$ cat src/rtl/wsed_pkg.sv
// ----------------------------------------------------------------------------
// wsed_pkg
// Types, widths and constants shared by the warm-up shelf EQ decimator.
// ----------------------------------------------------------------------------
package wsed_pkg;

    localparam int SAMP_W    = 16;
    localparam int FRM_W     = 10;
    localparam int CNT_W     = 8;
    localparam int COEF_W    = 26;
    localparam int XH_W      = 16;
    localparam int YH_W      = 24;
    localparam int MB_W      = 24;
    localparam int MP_W      = COEF_W + MB_W;
    localparam int ACC_W     = 54;
    localparam int GAIN_W    = 16;
    localparam int GAIN_FRAC = 15;
    localparam int QUO_W     = 15;
    localparam int CFG_IDX_W = 3;
    localparam int CFG_W     = COEF_W;

    localparam int COEF_FRAC_DEF = 20;

    localparam logic [GAIN_W-1:0] GAIN_UNITY = GAIN_W'(1) << GAIN_FRAC;

    localparam logic [CFG_IDX_W-1:0] CFG_B0   = 3'd0;
    localparam logic [CFG_IDX_W-1:0] CFG_B1   = 3'd1;
    localparam logic [CFG_IDX_W-1:0] CFG_B2   = 3'd2;
    localparam logic [CFG_IDX_W-1:0] CFG_A1   = 3'd3;
    localparam logic [CFG_IDX_W-1:0] CFG_A2   = 3'd4;
    localparam logic [CFG_IDX_W-1:0] CFG_MUTE = 3'd5;
    localparam logic [CFG_IDX_W-1:0] CFG_FADE = 3'd6;

    localparam logic signed [COEF_W-1:0] RST_B0 = 26'sd5719886;
    localparam logic signed [COEF_W-1:0] RST_B1 = -26'sd8973925;
    localparam logic signed [COEF_W-1:0] RST_B2 = 26'sd3698401;
    localparam logic signed [COEF_W-1:0] RST_A1 = -26'sd935541;
    localparam logic signed [COEF_W-1:0] RST_A2 = 26'sd331326;
    localparam logic [CNT_W-1:0]         RST_MUTE = 8'd20;
    localparam logic [CNT_W-1:0]         RST_FADE = 8'd12;

    typedef enum logic [3:0] {
        S_IDLE,
        S_GAIN,
        S_DIV,
        S_GGO,
        S_GMUL,
        S_TAPGO,
        S_TAP,
        S_ABS,
        S_RND,
        S_SGN,
        S_FIN
    } t_state;

    typedef struct packed {
        logic                     start;
        logic signed [COEF_W-1:0] a;
        logic signed [MB_W-1:0]   b;
    } t_mul_req;

    typedef struct packed {
        logic                    done;
        logic signed [MP_W-1:0]  p;
    } t_mul_rsp;

    typedef struct packed {
        logic             start;
        logic [CNT_W-1:0] num;
        logic [CNT_W-1:0] den;
    } t_div_req;

    typedef struct packed {
        logic             done;
        logic [QUO_W-1:0] quo;
    } t_div_rsp;

endpackage

$ cat src/rtl/wsed_in_if.sv
// ----------------------------------------------------------------------------
// wsed_in_if
// Input stream: one 16 kHz sample with its frame count per transaction.
// ----------------------------------------------------------------------------
interface wsed_in_if;
    import wsed_pkg::*;

    logic                     valid;
    logic                     ready;
    logic signed [SAMP_W-1:0] sample_in;
    logic [FRM_W-1:0]         frames_done;

    modport source (output valid, output sample_in, output frames_done, input ready);
    modport sink   (input valid, input sample_in, input frames_done, output ready);
endinterface

$ cat src/rtl/wsed_out_if.sv
// ----------------------------------------------------------------------------
// wsed_out_if
// Output stream: one 8 kHz PCM sample per transaction.
// ----------------------------------------------------------------------------
interface wsed_out_if;
    import wsed_pkg::*;

    logic                     valid;
    logic                     ready;
    logic signed [SAMP_W-1:0] out_sample;

    modport source (output valid, output out_sample, input ready);
    modport sink   (input valid, input out_sample, output ready);
endinterface

$ cat src/rtl/wsed_div.sv
// ----------------------------------------------------------------------------
// wsed_div
// Restoring divider, one quotient bit per cycle: (num << 15) / den, num < den.
// ----------------------------------------------------------------------------
module wsed_div (
    input  logic                i_clk,
    input  logic                i_rst_n,
    input  wsed_pkg::t_div_req  i_req,
    output wsed_pkg::t_div_rsp  o_rsp
);
    import wsed_pkg::*;

    localparam int STEP_W = $clog2(QUO_W + 1);

    logic [STEP_W-1:0] r_cnt, n_cnt;
    logic              r_busy, n_busy;
    logic              r_done, n_done;
    logic [CNT_W-1:0]  r_rem, n_rem;
    logic [CNT_W-1:0]  r_den, n_den;
    logic [QUO_W-1:0]  r_quo, n_quo;
    logic [CNT_W:0]    w_dbl;
    logic [CNT_W:0]    w_sub;
    logic              w_ge;

    always_comb begin
        w_dbl  = {r_rem, 1'b0};
        w_sub  = w_dbl - {1'b0, r_den};
        w_ge   = w_dbl >= {1'b0, r_den};
        n_cnt  = r_cnt;
        n_busy = r_busy;
        n_done = 1'b0;
        n_rem  = r_rem;
        n_den  = r_den;
        n_quo  = r_quo;
        if (i_req.start) begin
            n_cnt  = STEP_W'(QUO_W);
            n_busy = 1'b1;
            n_rem  = i_req.num;
            n_den  = i_req.den;
            n_quo  = '0;
        end else if (r_busy) begin
            n_rem = w_ge ? w_sub[CNT_W-1:0] : w_dbl[CNT_W-1:0];
            n_quo = {r_quo[QUO_W-2:0], w_ge};
            n_cnt = r_cnt - STEP_W'(1);
            if (r_cnt == STEP_W'(1)) begin
                n_busy = 1'b0;
                n_done = 1'b1;
            end
        end
    end

    always_ff @(posedge i_clk) begin
        if (!i_rst_n) begin
            r_busy <= 1'b0;
            r_done <= 1'b0;
            r_cnt  <= '0;
        end else begin
            r_busy <= n_busy;
            r_done <= n_done;
            r_cnt  <= n_cnt;
        end
    end

    always_ff @(posedge i_clk) begin
        r_rem <= n_rem;
        r_den <= n_den;
        r_quo <= n_quo;
    end

    assign o_rsp.done = r_done;
    assign o_rsp.quo  = r_quo;

endmodule

$ cat src/rtl/wsed_smul.sv
// ----------------------------------------------------------------------------
// wsed_smul
// Bit-serial signed multiplier: one multiplier bit per cycle, LSB first.
// ----------------------------------------------------------------------------
module wsed_smul (
    input  logic                i_clk,
    input  logic                i_rst_n,
    input  wsed_pkg::t_mul_req  i_req,
    output wsed_pkg::t_mul_rsp  o_rsp
);
    import wsed_pkg::*;

    localparam int STEP_W = $clog2(MB_W + 1);

    logic [STEP_W-1:0]        r_cnt, n_cnt;
    logic                     r_busy, n_busy;
    logic                     r_done, n_done;
    logic signed [COEF_W-1:0] r_a, n_a;
    logic [MP_W-1:0]          r_p, n_p;
    logic signed [COEF_W:0]   w_hi;
    logic signed [COEF_W:0]   w_a;
    logic signed [COEF_W:0]   w_add;
    logic signed [COEF_W:0]   w_sum;
    logic                     w_last;

    always_comb begin
        w_last = r_cnt == STEP_W'(1);
        w_hi   = {r_p[MP_W-1], r_p[MP_W-1:MB_W]};
        w_a    = {r_a[COEF_W-1], r_a};
        w_add  = '0;
        if (r_p[0]) begin
            w_add = w_last ? -w_a : w_a;
        end
        w_sum  = w_hi + w_add;
        n_cnt  = r_cnt;
        n_busy = r_busy;
        n_done = 1'b0;
        n_a    = r_a;
        n_p    = r_p;
        if (i_req.start) begin
            n_cnt  = STEP_W'(MB_W);
            n_busy = 1'b1;
            n_a    = i_req.a;
            n_p    = {{COEF_W{1'b0}}, i_req.b};
        end else if (r_busy) begin
            n_p   = {w_sum, r_p[MB_W-1:1]};
            n_cnt = r_cnt - STEP_W'(1);
            if (w_last) begin
                n_busy = 1'b0;
                n_done = 1'b1;
            end
        end
    end

    always_ff @(posedge i_clk) begin
        if (!i_rst_n) begin
            r_busy <= 1'b0;
            r_done <= 1'b0;
            r_cnt  <= '0;
        end else begin
            r_busy <= n_busy;
            r_done <= n_done;
            r_cnt  <= n_cnt;
        end
    end

    always_ff @(posedge i_clk) begin
        r_a <= n_a;
        r_p <= n_p;
    end

    assign o_rsp.done = r_done;
    assign o_rsp.p    = r_p;

endmodule

$ cat src/rtl/warmup_shelf_eq_decimator.sv
// ----------------------------------------------------------------------------
// warmup_shelf_eq_decimator
// Warm-up gain, direct-form-1 high-shelf biquad and 2:1 averaging decimator.
//
//   port     | dir | transaction carries
//   ---------+-----+---------------------------------------------
//   i_in     | in  | sample_in (Q1.15), frames_done
//   o_out    | out | out_sample, one per two input transactions
//   i_cfg_*  | in  | register write: index, data (26 bits)
//
// An input is processed by six passes of the bit-serial multiplier and, while
// the gain ramps, one pass of the divider before them.
// Synchronous active-low reset restores the register defaults and clears the
// filter history and pair phase; no clearing pass is needed.
// A new input is taken while a result waits in the output register; the
// second item of a pair holds in its final step until that register is free.
// ----------------------------------------------------------------------------
module warmup_shelf_eq_decimator #(
    parameter int COEF_FRAC = wsed_pkg::COEF_FRAC_DEF
) (
    input  logic                              i_clk,
    input  logic                              i_rst_n,
    wsed_in_if.sink                           i_in,
    wsed_out_if.source                        o_out,
    input  logic                              i_cfg_we,
    input  logic [wsed_pkg::CFG_IDX_W-1:0]    i_cfg_idx,
    input  logic [wsed_pkg::CFG_W-1:0]        i_cfg_data
);
    import wsed_pkg::*;

    localparam logic [2:0] TAP_B0   = 3'd0;
    localparam logic [2:0] TAP_B1   = 3'd1;
    localparam logic [2:0] TAP_B2   = 3'd2;
    localparam logic [2:0] TAP_A1   = 3'd3;
    localparam logic [2:0] TAP_A2   = 3'd4;
    localparam logic [2:0] TAP_LAST = TAP_A2;

    localparam logic [ACC_W-1:0] HALF = ACC_W'(1) << (COEF_FRAC - 1);
    localparam logic signed [ACC_W-1:0] Y24_HI = (ACC_W'(1) << (YH_W - 1)) - ACC_W'(1);
    localparam logic signed [ACC_W-1:0] Y24_LO = ~Y24_HI;
    localparam logic signed [ACC_W-1:0] Y16_HI = (ACC_W'(1) << (SAMP_W - 1)) - ACC_W'(1);
    localparam logic signed [ACC_W-1:0] Y16_LO = ~Y16_HI;

    t_state r_state, n_state;

    logic signed [COEF_W-1:0] r_b0, n_b0, r_b1, n_b1, r_b2, n_b2, r_a1, n_a1, r_a2, n_a2;
    logic [CNT_W-1:0]         r_mute, n_mute, r_fade, n_fade;

    logic signed [XH_W-1:0]   r_x1, n_x1, r_x2, n_x2;
    logic signed [YH_W-1:0]   r_y1, n_y1, r_y2, n_y2;
    logic                     r_pair_phase, n_pair_phase;
    logic signed [SAMP_W-1:0] r_pair_first, n_pair_first;
    logic                     r_out_valid, n_out_valid;
    logic signed [SAMP_W-1:0] r_out_sample, n_out_sample;

    logic signed [SAMP_W-1:0] r_sample, n_sample;
    logic [FRM_W-1:0]         r_frames, n_frames;
    logic [GAIN_W-1:0]        r_gain, n_gain;
    logic signed [XH_W-1:0]   r_x, n_x;
    logic [2:0]               r_tap, n_tap;
    logic signed [ACC_W-1:0]  r_acc, n_acc;
    logic                     r_neg, n_neg;

    t_mul_req w_mreq;
    t_mul_rsp w_mrsp;
    t_div_req w_dreq;
    t_div_rsp w_drsp;

    logic [FRM_W-1:0]         w_d;
    logic signed [ACC_W-1:0]  w_pext;
    logic signed [YH_W-1:0]   w_y24;
    logic signed [SAMP_W-1:0] w_y16;
    logic signed [SAMP_W:0]   w_pair_sum;
    logic                     w_hist_upd;

    wsed_smul u_smul (
        .i_clk   (i_clk),
        .i_rst_n (i_rst_n),
        .i_req   (w_mreq),
        .o_rsp   (w_mrsp)
    );

    wsed_div u_div (
        .i_clk   (i_clk),
        .i_rst_n (i_rst_n),
        .i_req   (w_dreq),
        .o_rsp   (w_drsp)
    );

    always_comb begin
        n_b0 = r_b0;
        n_b1 = r_b1;
        n_b2 = r_b2;
        n_a1 = r_a1;
        n_a2 = r_a2;
        n_mute = r_mute;
        n_fade = r_fade;
        if (i_cfg_we) begin
            case (i_cfg_idx)
                CFG_B0:   n_b0 = i_cfg_data;
                CFG_B1:   n_b1 = i_cfg_data;
                CFG_B2:   n_b2 = i_cfg_data;
                CFG_A1:   n_a1 = i_cfg_data;
                CFG_A2:   n_a2 = i_cfg_data;
                CFG_MUTE: n_mute = i_cfg_data[CNT_W-1:0];
                CFG_FADE: n_fade = i_cfg_data[CNT_W-1:0];
                default: ;
            endcase
        end
    end

    always_comb begin
        n_state      = r_state;
        n_x1         = r_x1;
        n_x2         = r_x2;
        n_y1         = r_y1;
        n_y2         = r_y2;
        n_pair_phase = r_pair_phase;
        n_pair_first = r_pair_first;
        n_out_valid  = r_out_valid && !o_out.ready;
        n_out_sample = r_out_sample;
        n_sample     = r_sample;
        n_frames     = r_frames;
        n_gain       = r_gain;
        n_x          = r_x;
        n_tap        = r_tap;
        n_acc        = r_acc;
        n_neg        = r_neg;
        w_mreq       = '0;
        w_dreq       = '0;
        w_hist_upd   = 1'b0;
        i_in.ready   = 1'b0;

        w_d    = r_frames - {{(FRM_W - CNT_W){1'b0}}, r_mute};
        w_pext = {{(ACC_W - MP_W){w_mrsp.p[MP_W-1]}}, w_mrsp.p};

        if (r_acc > Y24_HI) begin
            w_y24 = {1'b0, {(YH_W - 1){1'b1}}};
        end else if (r_acc < Y24_LO) begin
            w_y24 = {1'b1, {(YH_W - 1){1'b0}}};
        end else begin
            w_y24 = r_acc[YH_W-1:0];
        end
        if (r_acc > Y16_HI) begin
            w_y16 = {1'b0, {(SAMP_W - 1){1'b1}}};
        end else if (r_acc < Y16_LO) begin
            w_y16 = {1'b1, {(SAMP_W - 1){1'b0}}};
        end else begin
            w_y16 = r_acc[SAMP_W-1:0];
        end
        w_pair_sum = {r_pair_first[SAMP_W-1], r_pair_first} + {w_y16[SAMP_W-1], w_y16};

        case (r_tap)
            TAP_B0: begin
                w_mreq.a = r_b0;
                w_mreq.b = {{(MB_W - XH_W){r_x[XH_W-1]}}, r_x};
            end
            TAP_B1: begin
                w_mreq.a = r_b1;
                w_mreq.b = {{(MB_W - XH_W){r_x1[XH_W-1]}}, r_x1};
            end
            TAP_B2: begin
                w_mreq.a = r_b2;
                w_mreq.b = {{(MB_W - XH_W){r_x2[XH_W-1]}}, r_x2};
            end
            TAP_A1: begin
                w_mreq.a = r_a1;
                w_mreq.b = r_y1;
            end
            TAP_A2: begin
                w_mreq.a = r_a2;
                w_mreq.b = r_y2;
            end
            default: begin
                w_mreq.a = '0;
                w_mreq.b = '0;
            end
        endcase

        case (r_state)
            S_IDLE: begin
                i_in.ready = 1'b1;
                if (i_in.valid) begin
                    n_sample = i_in.sample_in;
                    n_frames = i_in.frames_done;
                    n_state  = S_GAIN;
                end
            end
            S_GAIN: begin
                if (r_frames < {{(FRM_W - CNT_W){1'b0}}, r_mute}) begin
                    n_gain  = '0;
                    n_state = S_GGO;
                end else if (w_d < {{(FRM_W - CNT_W){1'b0}}, r_fade}) begin
                    w_dreq.start = 1'b1;
                    w_dreq.num   = w_d[CNT_W-1:0];
                    w_dreq.den   = r_fade;
                    n_state      = S_DIV;
                end else begin
                    n_gain  = GAIN_UNITY;
                    n_state = S_GGO;
                end
            end
            S_DIV: begin
                if (w_drsp.done) begin
                    n_gain  = {{(GAIN_W - QUO_W){1'b0}}, w_drsp.quo};
                    n_state = S_GGO;
                end
            end
            S_GGO: begin
                w_mreq.start = 1'b1;
                w_mreq.a     = {{(COEF_W - SAMP_W){r_sample[SAMP_W-1]}}, r_sample};
                w_mreq.b     = {{(MB_W - GAIN_W){1'b0}}, r_gain};
                n_state      = S_GMUL;
            end
            S_GMUL: begin
                if (w_mrsp.done) begin
                    n_x     = w_mrsp.p[GAIN_FRAC+XH_W-1:GAIN_FRAC];
                    n_acc   = '0;
                    n_tap   = TAP_B0;
                    n_state = S_TAPGO;
                end
            end
            S_TAPGO: begin
                w_mreq.start = 1'b1;
                n_state      = S_TAP;
            end
            S_TAP: begin
                if (w_mrsp.done) begin
                    if (r_tap == TAP_A1 || r_tap == TAP_A2) begin
                        n_acc = r_acc - w_pext;
                    end else begin
                        n_acc = r_acc + w_pext;
                    end
                    if (r_tap == TAP_LAST) begin
                        n_state = S_ABS;
                    end else begin
                        n_tap   = r_tap + 3'd1;
                        n_state = S_TAPGO;
                    end
                end
            end
            S_ABS: begin
                n_neg   = r_acc[ACC_W-1];
                n_acc   = r_acc[ACC_W-1] ? -r_acc : r_acc;
                n_state = S_RND;
            end
            S_RND: begin
                n_acc   = (r_acc + HALF) >> COEF_FRAC;
                n_state = S_SGN;
            end
            S_SGN: begin
                n_acc   = r_neg ? -r_acc : r_acc;
                n_state = S_FIN;
            end
            S_FIN: begin
                if (!r_pair_phase) begin
                    n_pair_first = w_y16;
                    n_pair_phase = 1'b1;
                    w_hist_upd   = 1'b1;
                    n_state      = S_IDLE;
                end else if (!r_out_valid || o_out.ready) begin
                    n_out_valid  = 1'b1;
                    n_out_sample = w_pair_sum[SAMP_W:1];
                    n_pair_phase = 1'b0;
                    w_hist_upd   = 1'b1;
                    n_state      = S_IDLE;
                end
            end
            default: n_state = S_IDLE;
        endcase

        if (w_hist_upd) begin
            n_x2 = r_x1;
            n_x1 = r_x;
            n_y2 = r_y1;
            n_y1 = w_y24;
        end
    end

    always_ff @(posedge i_clk) begin
        if (!i_rst_n) begin
            r_state      <= S_IDLE;
            r_b0         <= RST_B0;
            r_b1         <= RST_B1;
            r_b2         <= RST_B2;
            r_a1         <= RST_A1;
            r_a2         <= RST_A2;
            r_mute       <= RST_MUTE;
            r_fade       <= RST_FADE;
            r_x1         <= '0;
            r_x2         <= '0;
            r_y1         <= '0;
            r_y2         <= '0;
            r_pair_phase <= 1'b0;
            r_pair_first <= '0;
            r_out_valid  <= 1'b0;
            r_tap        <= TAP_B0;
        end else begin
            r_state      <= n_state;
            r_b0         <= n_b0;
            r_b1         <= n_b1;
            r_b2         <= n_b2;
            r_a1         <= n_a1;
            r_a2         <= n_a2;
            r_mute       <= n_mute;
            r_fade       <= n_fade;
            r_x1         <= n_x1;
            r_x2         <= n_x2;
            r_y1         <= n_y1;
            r_y2         <= n_y2;
            r_pair_phase <= n_pair_phase;
            r_pair_first <= n_pair_first;
            r_out_valid  <= n_out_valid;
            r_tap        <= n_tap;
        end
    end

    always_ff @(posedge i_clk) begin
        r_out_sample <= n_out_sample;
        r_sample     <= n_sample;
        r_frames     <= n_frames;
        r_gain       <= n_gain;
        r_x          <= n_x;
        r_acc        <= n_acc;
        r_neg        <= n_neg;
    end

    assign o_out.valid      = r_out_valid;
    assign o_out.out_sample = r_out_sample;

    a_mul_done_expected: assert property (@(posedge i_clk) disable iff (!i_rst_n)
        w_mrsp.done |-> (r_state == S_GMUL || r_state == S_TAP))
        else $error("multiplier result outside a product wait");

    a_div_done_expected: assert property (@(posedge i_clk) disable iff (!i_rst_n)
        w_drsp.done |-> r_state == S_DIV)
        else $error("divider result outside the gain wait");

    a_phase_toggles: assert property (@(posedge i_clk) disable iff (!i_rst_n)
        (r_state == S_FIN && n_state == S_IDLE) |=> r_pair_phase != $past(r_pair_phase))
        else $error("pair phase did not advance on item completion");

    a_result_on_second: assert property (@(posedge i_clk) disable iff (!i_rst_n)
        (n_out_valid && !(r_out_valid && !o_out.ready)) |-> (r_state == S_FIN && r_pair_phase))
        else $error("result produced outside the second item of a pair");

endmodule
$ cat src/flat_wrapper.sv
// flat-port wrapper written by rule: the top's interface ports become plain ports
module warmup_shelf_eq_decimator_flat import wsed_pkg::*;
#(
    parameter int COEF_FRAC = wsed_pkg::COEF_FRAC_DEF
)
  (i_clk, i_rst_n, i_cfg_we, i_cfg_idx, i_cfg_data, i_in_valid, i_in_sample_in, i_in_frames_done, i_in_ready, o_out_valid, o_out_out_sample, o_out_ready);
  wsed_in_if i_in_i ();
  wsed_out_if o_out_i ();
  input  logic i_clk;
  input  logic i_rst_n;
  input  logic i_cfg_we;
  input  logic [wsed_pkg::CFG_IDX_W-1:0] i_cfg_idx;
  input  logic [wsed_pkg::CFG_W-1:0] i_cfg_data;
  input wire logic [$bits(i_in_i.valid)-1:0] i_in_valid;
  input wire logic [$bits(i_in_i.sample_in)-1:0] i_in_sample_in;
  input wire logic [$bits(i_in_i.frames_done)-1:0] i_in_frames_done;
  output wire logic [$bits(i_in_i.ready)-1:0] i_in_ready;
  output wire logic [$bits(o_out_i.valid)-1:0] o_out_valid;
  output wire logic [$bits(o_out_i.out_sample)-1:0] o_out_out_sample;
  input wire logic [$bits(o_out_i.ready)-1:0] o_out_ready;
  assign i_in_i.valid = i_in_valid;
  assign i_in_i.sample_in = i_in_sample_in;
  assign i_in_i.frames_done = i_in_frames_done;
  assign i_in_ready = i_in_i.ready;
  assign o_out_valid = o_out_i.valid;
  assign o_out_out_sample = o_out_i.out_sample;
  assign o_out_i.ready = o_out_ready;
  warmup_shelf_eq_decimator #(.COEF_FRAC(COEF_FRAC)) u_core (.i_clk(i_clk), .i_rst_n(i_rst_n), .i_in(i_in_i), .o_out(o_out_i), .i_cfg_we(i_cfg_we), .i_cfg_idx(i_cfg_idx), .i_cfg_data(i_cfg_data));
endmodule
$ cat config.mk
export PLATFORM = sky130hd
export DESIGN_NAME = warmup_shelf_eq_decimator_flat
export DESIGN_NICKNAME = d
export VERILOG_FILES = /design/src/rtl/wsed_pkg.sv /design/src/rtl/wsed_in_if.sv /design/src/rtl/wsed_out_if.sv /design/src/rtl/wsed_div.sv /design/src/rtl/wsed_smul.sv /design/src/rtl/warmup_shelf_eq_decimator.sv /design/src/flat_wrapper.sv
export SDC_FILE = /design/constraint.sdc
export NUM_CORES = 1
export LEC_CHECK = 0
export BUFFER_PORTS_ARGS = -buffer_cell sky130_fd_sc_hd__buf_2
export CORE_UTILIZATION = 40
export DETAILED_ROUTE_END_ITERATION = 10
export MAX_ROUTING_LAYER = met4
export SLEW_MARGIN = 20
export SYNTH_ARGS = -nofsm -noshare
export SYNTH_HDL_FRONTEND = slang
export SYNTH_SLANG_ARGS = --single-unit
$ cat constraint.sdc
create_clock -name i_clk -period 6.3 [get_ports i_clk]
set_input_delay 1.26 -clock i_clk [delete_from_list [all_inputs] [get_ports i_clk]]
set_output_delay 1.26 -clock i_clk [all_outputs]
set_load 0.02 [all_outputs]
==> impl_metrics.yaml <==
synthesis:
  syn_area_um2: 29500
  synth_edf_count: 195
  synthDistinctLibCells: 93
  netlist_top_cells_area: "sky130_fd_sc_hd__dfxtp_1 (21%), sky130_fd_sc_hd__edfxtp_1 (20%), sky130_fd_sc_hd__nand2_1 (7.4%)"
  netlist_instances: 3388
  yosys_register_bits: 500
  mappedNetlistNets: 3585
  syn_avg_cell_area_um2: 8.70
  synth_area_leader_cell: "sky130_fd_sc_hd__dfxtp_1"
  yosysWarningCount: 0
  top_count_cell_post_synth: "sky130_fd_sc_hd__nand2_1"
  synth-seq-area-share: 0.406
  synthDominantCellAreaShare: 0.207
  synth_ff_type: "sky130_fd_sc_hd__dfxtp_1"
  postSynth.asyncResetShare: 0
  ys_top_cells_by_count: "sky130_fd_sc_hd__nand2_1 (583), sky130_fd_sc_hd__dfxtp_1 (305), sky130_fd_sc_hd__nor2_1 (230)"
global_route:
  groute.usage.overall: 0.230
  grt_first_pass_wirelength_um: 133000
  grt_start_max_net_pins: 138
  antenna_found_initial: 2
  via_count_of_the_first_global_routing_pass: 23087
  grt_residual_overflow: 0
finish:
  post_route_cells_drive_above_1_share: 0.0853
  multiInputGateArea_um2: 16500
  layout.filler_cells: 7114
  nets: 3559
  area_growth_pct: 11.1
  finish.utilization: 0.449
  final_cell_count_no_fill: 4373
  final-seq-area_um2: 12000
timing:
  finalHoldViolations: 0
  worst_slack_ps: 819
  grt_setup_unrepaired: "false"
  fin_crit_sh: 0.870
  tightest_slew_ps: 1040
  setup-tns-final_ps: 0
  final-max-slew-violation-count: 0
  fmax_ghz: 0.182
  hold_slack_ps: 450
  timing.final.crit_period_ps: 5480
  final-setup-viol-count: 0
  worst_clk_skew_ps: 46.6
  timing.max_slew.rel_slack: 0.301
clocking:
  cts_tree: "yes"
  cts_hold_buffers: 0
  cts-root-to-sink-buffers: 3
  worstSkewPairLatency_ps: 640
  postcts_resize_cnt: 0
  cts_max_level: 2
  numCtsBuffers: 57
  clock-sinks: 500
  cts.reportedPaths.clkPinSlew_ps: 70
  cts_setup_buffers: 0
  clockRootBuffer: "sky130_fd_sc_hd__clkbuf_16"
placed_design:
  hpwlAfterDp_um: 58800
  numPlacedInstances: 4262
  io_buffer_count: 77
  detailedPlace.worstSlack_ps: 907
  gp_congestion: 0.953
critical_path:
  critical_path.cell_chain: "or3_1, nand4bb_1, or4b_1, and2b_1, nor2_1, xnor2_1, ha_1, a21o_1, a21o_1, a21o_1, a211oi_1, nor2_1, a2111oi_1, and4bb_2, o21ai_2, a211oi_1, or3b_1"
  worstSetupEndpointType: "flip-flop"
  ws_path_type: "reg -> reg"
  timing.critical_path.required_ps: 6660
  peak_per_stage_delay_on_the_critical_path_ps: 610
  path_max_fanout: 9
  worst-r2r-cell-count: 17
  timing.critical_path.from_type: "flip-flop"
  worst_path_most_repeated_cell: "sky130_fd_sc_hd__a21o_1"
  critical_path_arrival_ps: 5840
  crit_path_top_delay_cell: "sky130_fd_sc_hd__or4b_1"
hold_path:
  hold_path.class: "reg -> reg"
  hold_depth: 2
status:
  run_status: "finished clean"
routing:
  drt-wirelength-per-cell_um: 19.4
  detailedRoute.firstPassIterationCount: 7
  finalWirelength_um: 85000
  ant_nets: 0
  number_of_design_rule_violations_left_after_detail_routing: 0
  number_of_vias_after_detailed_routing: 24428
  first_iter_violations: 2294
  routed_via_density: 5.59
floorplanning:
  die-area_um2: 74800
  initial_core_util: 0.404
  fp.coreArea_um2: 73000
  io_pins: 78
  floorplan.die.width_um: 273
  fp_rows: 99
  dieHeight_um: 273
power_and_ir_drop:
  static-leakage-power_uw: 0.0128
  p_per_area_nw_per_um2: 296
  vdd_ir_drop_max_mv: 0.222
run:
  drv.max_cap_violation_count: 0
-- metal layers --
metal | vias up | global-route usage | wire, µm
li1 | 12109 | - | -
met1 | 11495 | 0.313 | 39800
met2 | 682 | 0.355 | 38100
met3 | 142 | 0.0245 | 4410
met4 | 0 | 0.0760 | 2620
met5 | - | - | 0
-- layout make-up --
cell class              count  share of cell area
diodes                      3            0.000229
clock buffers              90              0.0562
clock inverters            18             0.00512
inverters                  85             0.00974
multi-input cells        2593               0.503
flip-flops and latches    500               0.365
well taps                 959              0.0366
repair buffers            125              0.0237
-- cell usage in the layout, fill, tap and decap left out, types with 12 or more instances in the layout --
cell                        Yosys  layout
sky130_fd_sc_hd__a211oi_1      15      15
sky130_fd_sc_hd__a21boi_0     143     143
sky130_fd_sc_hd__a21o_1        78      78
sky130_fd_sc_hd__a21oi_1      167     167
sky130_fd_sc_hd__a221oi_1      12      12
sky130_fd_sc_hd__a222oi_1      42      42
sky130_fd_sc_hd__a22oi_1       39      39
sky130_fd_sc_hd__a31oi_1       14      14
sky130_fd_sc_hd__and2_1        21      20
sky130_fd_sc_hd__and3_1        30      30
sky130_fd_sc_hd__buf_2          8      76
sky130_fd_sc_hd__buf_4          1      46
sky130_fd_sc_hd__clkbuf_1     191      12
sky130_fd_sc_hd__clkbuf_16      0      64
sky130_fd_sc_hd__clkbuf_8       0      14
sky130_fd_sc_hd__dfxtp_1      305     304
sky130_fd_sc_hd__edfxtp_1     195     195
sky130_fd_sc_hd__ha_1         132     129
sky130_fd_sc_hd__inv_1         84      83
sky130_fd_sc_hd__mux2_2        16      16
sky130_fd_sc_hd__mux2i_1       39      39
sky130_fd_sc_hd__nand2_1      583     582
sky130_fd_sc_hd__nand2b_1      53      53
sky130_fd_sc_hd__nand3_1      122     122
sky130_fd_sc_hd__nand4_1       37      37
sky130_fd_sc_hd__nor2_1       230     224
sky130_fd_sc_hd__nor2b_1       34      31
sky130_fd_sc_hd__nor3_1        49      45
sky130_fd_sc_hd__nor4_1        27      27
sky130_fd_sc_hd__o211a_1       14      14
sky130_fd_sc_hd__o211ai_1      31      31
sky130_fd_sc_hd__o21a_1        36      36
sky130_fd_sc_hd__o21ai_0      174     174
sky130_fd_sc_hd__o221ai_1      12      12
sky130_fd_sc_hd__o22ai_1       17      17
sky130_fd_sc_hd__o31ai_1       24      24
sky130_fd_sc_hd__or3_1         15      15
sky130_fd_sc_hd__xnor2_1      130     130
sky130_fd_sc_hd__xor2_1       114     114
-- state kept, by name (all words and copies together), names as in the netlist, 26 cells and up --
name / cells
u_core.r_a1: 26
u_core.r_a2: 26
u_core.r_b0: 26
u_core.u_smul.r_a: 26
u_core.u_smul.r_p: 50
u_core.r_acc: 54
u_core.r_b1: 26
u_core.r_b2: 26
-- through the flow --
stage               total power (µW)  area, µm²
floorplan                       5630      29500
global placement                6260      30700
detailed placement              6250      30700
CTS                             9750      32700
global route                   10200      32800
finish                          9700      32800
-- where the power goes --
group	switching, µW	leakage (µW)	internal, µW	total (µW)
Combinational	1410	0.00757	995	2400
Clock	1430	0.000990	2050	3480
Sequential	252	0.00420	3570	3820
Total	3090	0.0128	6620	9700
-- worst max-delay path: cells and delay by family, from the launching register on --
family | cells | cell delay, ps
xor gates and xnor gates | 1 | 130
DFF | 1 | 440
adders and majority gates | 1 | 410
and+or+nand+nor | 8 | 2530
AOI/OAI and AO/OA | 7 | 1690
-- cells by family (layout without fill, tap and decap cells) --
family                   Yosys count  after routing  share of synthesized area
multiplexers                      56             56                     0.0201
adder cells (fa/ha/maj)          137            137                     0.0594
other                              0              3                          0
XOR/XNOR                         245            245                     0.0730
AND/OR/NAND/NOR                 1264           1264                      0.198
AO/OA/AOI/OAI                    891            891                      0.205
flip-flops                       500            500                      0.406
buffers and inverters            295            318                     0.0381
-- path summary, 6_finish.rpt --
kind	start	endpoint	slack, ps
worst min-delay path	u_core.r_y1[22]	u_core.r_y2[22]	450
worst min register to register	u_core.r_y1[22]	u_core.r_y2[22]	450
worst max-delay path	u_core.u_smul.r_p[2]	u_core.r_acc[44]	820
worst max register to register	u_core.u_smul.r_p[2]	u_core.r_acc[44]	820
Power figures use the tool's default switching activity.
